`config.mk`:
```
export PLATFORM = sky130hd
export DESIGN_NAME = oaht_ctrl
export DESIGN_NICKNAME = d
export VERILOG_FILES = /design/src/oaht_pkg.sv /design/src/oaht_ctrl.sv
export SDC_FILE = /design/constraint.sdc
export NUM_CORES = 1
export LEC_CHECK = 0
export ABC_AREA = 1
export BUFFER_PORTS_ARGS = -buffer_cell sky130_fd_sc_hd__buf_4
export CAP_MARGIN = 20
export CORE_AREA = 2 2 39 41
export DETAILED_ROUTE_END_ITERATION = 10
export DIE_AREA = 0 0 41 43
export GPL_TIMING_DRIVEN = 0
export SYNTH_ARGS = -nofsm -noshare
export SYNTH_HDL_FRONTEND = slang
export SYNTH_SLANG_ARGS = --single-unit
```
`constraint.sdc`:
```
create_clock -name i_clk -period 1.8 [get_ports i_clk]
set_input_delay 0.27 -clock i_clk [delete_from_list [all_inputs] [get_ports i_clk]]
set_output_delay 0.27 -clock i_clk [all_outputs]
set_load 0.02 [all_outputs]
```
`src/oaht_pkg.sv`:
```
// Shared constants, operation codes and controller/datapath bundles
// for the open-addressing hash table. No dependencies.
package oaht_pkg;

    // Slot count; must be a power of two (home slot is the low hash bits).
    localparam int SLOTS  = 64;
    localparam int IDX_W  = $clog2(SLOTS);
    localparam int CNT_W  = $clog2(SLOTS + 1);
    localparam int KEY_W  = 32;
    localparam int HASH_W = 32;
    localparam int VAL_W  = 64;
    localparam int LIM_W  = 6;

    localparam logic [LIM_W-1:0] LIM_RESET = 6'd48;

    typedef enum logic [1:0] {
        OP_SET    = 2'd0,
        OP_GET    = 2'd1,
        OP_REMOVE = 2'd2,
        OP_CLEAR  = 2'd3
    } t_op;

    // Commands from the controller to the datapath.
    typedef struct packed {
        logic load;    // capture the input item, start the probe at home
        logic read;    // read key and value memories at the probe slot
        logic check;   // evaluate the probe slot, advance the probe
        logic commit;  // apply the update and load the result register
    } t_dp_cmd;

    // Status from the datapath to the controller.
    typedef struct packed {
        logic is_clear;   // captured item is a clear
        logic probe_end;  // the slot under check ends the probe
        logic out_free;   // result register can take a new result
    } t_dp_sts;

endpackage

```
`src/oaht_ctrl.sv`:
```
// Controller state machine: sequences load, slot reads, probe checks and commit.
// Depends on oaht_pkg for command and status bundles.
module oaht_ctrl (
    input  logic              i_clk,
    input  logic              i_rst_n,
    input  logic              i_in_valid,
    output logic              o_in_ready,
    input  oaht_pkg::t_dp_sts i_sts,
    output oaht_pkg::t_dp_cmd o_cmd
);

    typedef enum logic [3:0] {
        ST_IDLE   = 4'b0001,
        ST_READ   = 4'b0010,
        ST_CHECK  = 4'b0100,
        ST_COMMIT = 4'b1000
    } t_state;

    t_state r_state;
    t_state n_state;

    assign o_in_ready = (r_state == ST_IDLE);

    always_comb begin
        n_state      = r_state;
        o_cmd        = '0;
        unique case (r_state)
            ST_IDLE: begin
                if (i_in_valid) begin
                    o_cmd.load = 1'b1;
                    n_state    = ST_READ;
                end
            end
            ST_READ: begin
                // clear needs no probe
                if (i_sts.is_clear) begin
                    n_state = ST_COMMIT;
                end else begin
                    o_cmd.read = 1'b1;
                    n_state    = ST_CHECK;
                end
            end
            ST_CHECK: begin
                o_cmd.check = 1'b1;
                n_state     = i_sts.probe_end ? ST_COMMIT : ST_READ;
            end
            ST_COMMIT: begin
                // hold until the result register frees up
                if (i_sts.out_free) begin
                    o_cmd.commit = 1'b1;
                    n_state      = ST_IDLE;
                end
            end
            default: n_state = ST_IDLE;
        endcase
    end

    always_ff @(posedge i_clk) begin
        if (!i_rst_n) begin
            r_state <= ST_IDLE;
        end else begin
            r_state <= n_state;
        end
    end

endmodule

```
Word-level counts from Yosys, hierarchy flattened
Index checks and enable logic that the tools add are counted.
{"block": "op_classes", "n_eq_ne": 6, "mux": 12, "reduce_logical": 1}
{"operator": "two-way mux 4 bit", "count": 4}
{"operator": "case mux 4 bit (4 select lines)", "count": 1}
{"operator": "two-way mux 1 bit", "count": 7}
{"operator": "== test 4 x 1 -> 1 bit (second input constant)", "count": 1}
{"operator": "== test 4 x 2 -> 1 bit (second input constant)", "count": 1}
{"operator": "== test 4 x 3 -> 1 bit (second input constant)", "count": 1}
{"operator": "== test 4 bit (second input constant)", "count": 1}
{"operator": "!= test 2 bit (second input constant)", "count": 2}
{"operator": "AND reduction 2 bit", "count": 1}
{"block": "word_totals", "reg_bits": 4, "inputBits": 6, "output_inout_bits": 5}

Depth between registers and ports, before layout
{"block": "logic_depth", "ltp_word": 3, "depth_mapped": 8, "depth_no_buf": 8}

Least setup slack after synthesis
Ideal clock, no wire load.
{"block": "synth_timing", "path_type": "register -> output", "startpoint": "register r_state[3]", "endpoint": "output o_cmd[3] (netlist bit)", "arrival_time_ps": 837, "required_ps": 1530, "slack_ps": 693, "path_stages_with_launch": 4, "n_path_buf": 0, "cell_sequence": "dfxtp_1 -> nor2_2 -> nand2_1 -> nor2_1"}
{"item": "start, declared", "line_no": "oaht_ctrl.sv:19", "text": "t_state r_state;"}
{"item": "start signal, assigned", "line_no": "oaht_ctrl.sv:62", "text": "r_state <= n_state;"}
{"item": "end, declared", "line_no": "oaht_ctrl.sv:9", "text": "output oaht_pkg::t_dp_cmd o_cmd"}

==> metrics.cfg <==
[place]
dp_hpwl_um=473
dp_slack_ns=0.6573
portBuffers=10
gp_congestion=0.7521

[cts]
insertion_delay_ns=0.23
post_cts_buffers=0
cts_buffers=3
cts_hold_buf=0
cts_resized=0
clkSlewWorstSetupHoldPaths_ns=0.03
htreeDepth=1
cts_tree=built
max-clock-path-buffers=2
cts_sinks=4
clockRootBuffer=clkbuf_4

[setup_path]
rrSetupSlack_ns=0.74
timing.rr.start=r_state[3]
required_ns=1.53
start_kind=flip-flop
r2r_cells=6
worst-path-max-fanout=4
cp-end-kind=output port
cp.arrival_ns=1.10
r2r_end=r_state[0]
critical_path_class=flip-flop to output port

[hold_path]
hp-start=i_rst_n
hold_end=r_state[3]
hold_depth=3
worstHoldPathType=input pin to flip-flop

[timing]
hold_viol=0
maxSlewHeadroom=0.8795
worst_pin_slew_ns=0.1801
clock.fmax_mhz=730.6
hold_ws_ns=0.2453
finalSetupTns_ns=0
fin_crit_sh=0.7604
grt_setup_unrepaired=no
setup_viol=0
finalMaxSlewViolations=0
layout_setup_ws_ns=0.4313
post-route-min-period_ns=1.369
skew_ns=0.002053

[synthesis]
ys_seq_area_frac=0.3200
ys_ff_latch=4
syn_area_um2=250.2
syn-instance-count=44
yosysWarningCount=0
synth_nets=50
synth.distinct_cells=9
syn_avg_cell_area_um2=5.687

[global_routing]
grt_pass1_wl_um=814
gr-usage-all-layers=0.07329
grt_antenna_before_repair=0
grt_overflow=0
grt_max_degree=5
first_global_vias=249

[floorplan]
dieArea_um2=1763
core_um2=1384
die_width_um=41
rows=14
pin_count=11
start_util=0.1808
die_y_um=43

[routing]
viasPerCell=3.795
wirelength_um=541
wl_met1_um=214
drt-pass1-iter-count=4
drtIter0Drc=8
antenna_left=0
remaining_drc_errors=0
via_count=277
met3WireLength_um=24
met2_length_um=302
highest_layer=met3
wl_per_cell_um=7.411

[power_and_ir_drop]
p_int_mw=0.3118
switching_share=0.4436
p_leak_nw=0.2129
netSwitchingPower_mw=0.2486
p_seq_frac=0.262
comb_power_share=0.548
clkPwrFrac=0.190
ir_drop_mv=0.2922
p_per_area_nw_per_um2=1523

[layout]
nets=65
largest-register=r_state
area_growth_syn_to_layout_pct=47.00
antenna_cells=0
reg_top3=r_state x4
drive_gt1_frac=0.2982
largest_register_ffs=4
final_cell_mix=nor2_1, nand2_1, buf_4
layout_commonest_cell=nor2_1

[outcome]
status=finished clean

[run]
maxCapViolCount=0

logic make-up after synthesis:
family          share of synthesized area
compound gates                    0.01998
simple gates                       0.5100
flops                              0.3200
buf+inv                            0.1500
worst max-delay path by stage:
| stage | slack (ns) | cells after the start | to | startpoint |
|---|---|---|---|---|
| after floorplan | 0.69 | 3 | o_cmd[3] | r_state[3] |
| after global placement | 0.69 | 4 | o_cmd[2] | r_state[3] |
| after detailed placement | 0.66 | 4 | o_cmd[2] | r_state[3] |
| after CTS | 0.40 | 4 | o_cmd[2] | r_state[3] |
| after global routing | 0.36 | 5 | o_cmd[2] | r_state[1] |
| final | 0.43 | 4 | o_cmd[2] | r_state[3] |
through the flow:
stage / cells / total power [mW] / util / area (um^2)
3_3_place_gp: 70 / 0.4489 / 0.2495 / 345.3
6_report: 73 / 0.5604 / 0.2658 / 367.9
5_1_grt: 73 / 0.6145 / 0.2658 / 367.9
3_5_place_dp: 70 / 0.4583 / 0.2495 / 345.3
2_1_floorplan: 44 / 0.3555 / - / 250.2
4_1_cts: 73 / 0.5726 / 0.2658 / 367.9
power groups by stage:
stage / Combinational, mW / Clock (mW) / Sequential, mW
final: 0.307 / 0.107 / 0.147
after global routing: 0.342 / 0.121 / 0.151
after CTS: 0.311 / 0.115 / 0.147
after detailed placement: 0.310 / 0 / 0.148
after global placement: 0.304 / 0 / 0.145
after floorplan: 0.213 / 0 / 0.142
worst max-delay path, cell delays in order, from the launching register on:
cell     delay (ns)
dfxtp_1        0.32
nor2_2         0.18
nand2_1        0.13
nor2_4         0.10
buf_4          0.14
synth_stat cells:
cell | count | share of area
inv_1 | 9 | 0.13
nor2_2 | 2 | 0.050
dfxtp_1 | 4 | 0.32
nor2_4 | 1 | 0.045
o21ai_1 | 1 | 0.020
nand3_1 | 5 | 0.10
nor2_1 | 11 | 0.17
nand2_1 | 10 | 0.15
inv_2 | 1 | 0.015
routing by layer:
metal	track usage	up-vias
met2	0.1219	4
li1	-	156
met1	0.06109	117
met5	0	-
met4	0.06000	0
met3	0.03141	0
layout make-up:
type                       instances  area (um^2)
fill                             166         1016
tap                               16        20.02
sequential                         4        80.08
inverter                          10        37.54
multi-input combinational         30        132.6
clock buffer                       3        22.52
timing repair buffer              10        75.07
Power figures use the tool's default switching activity.
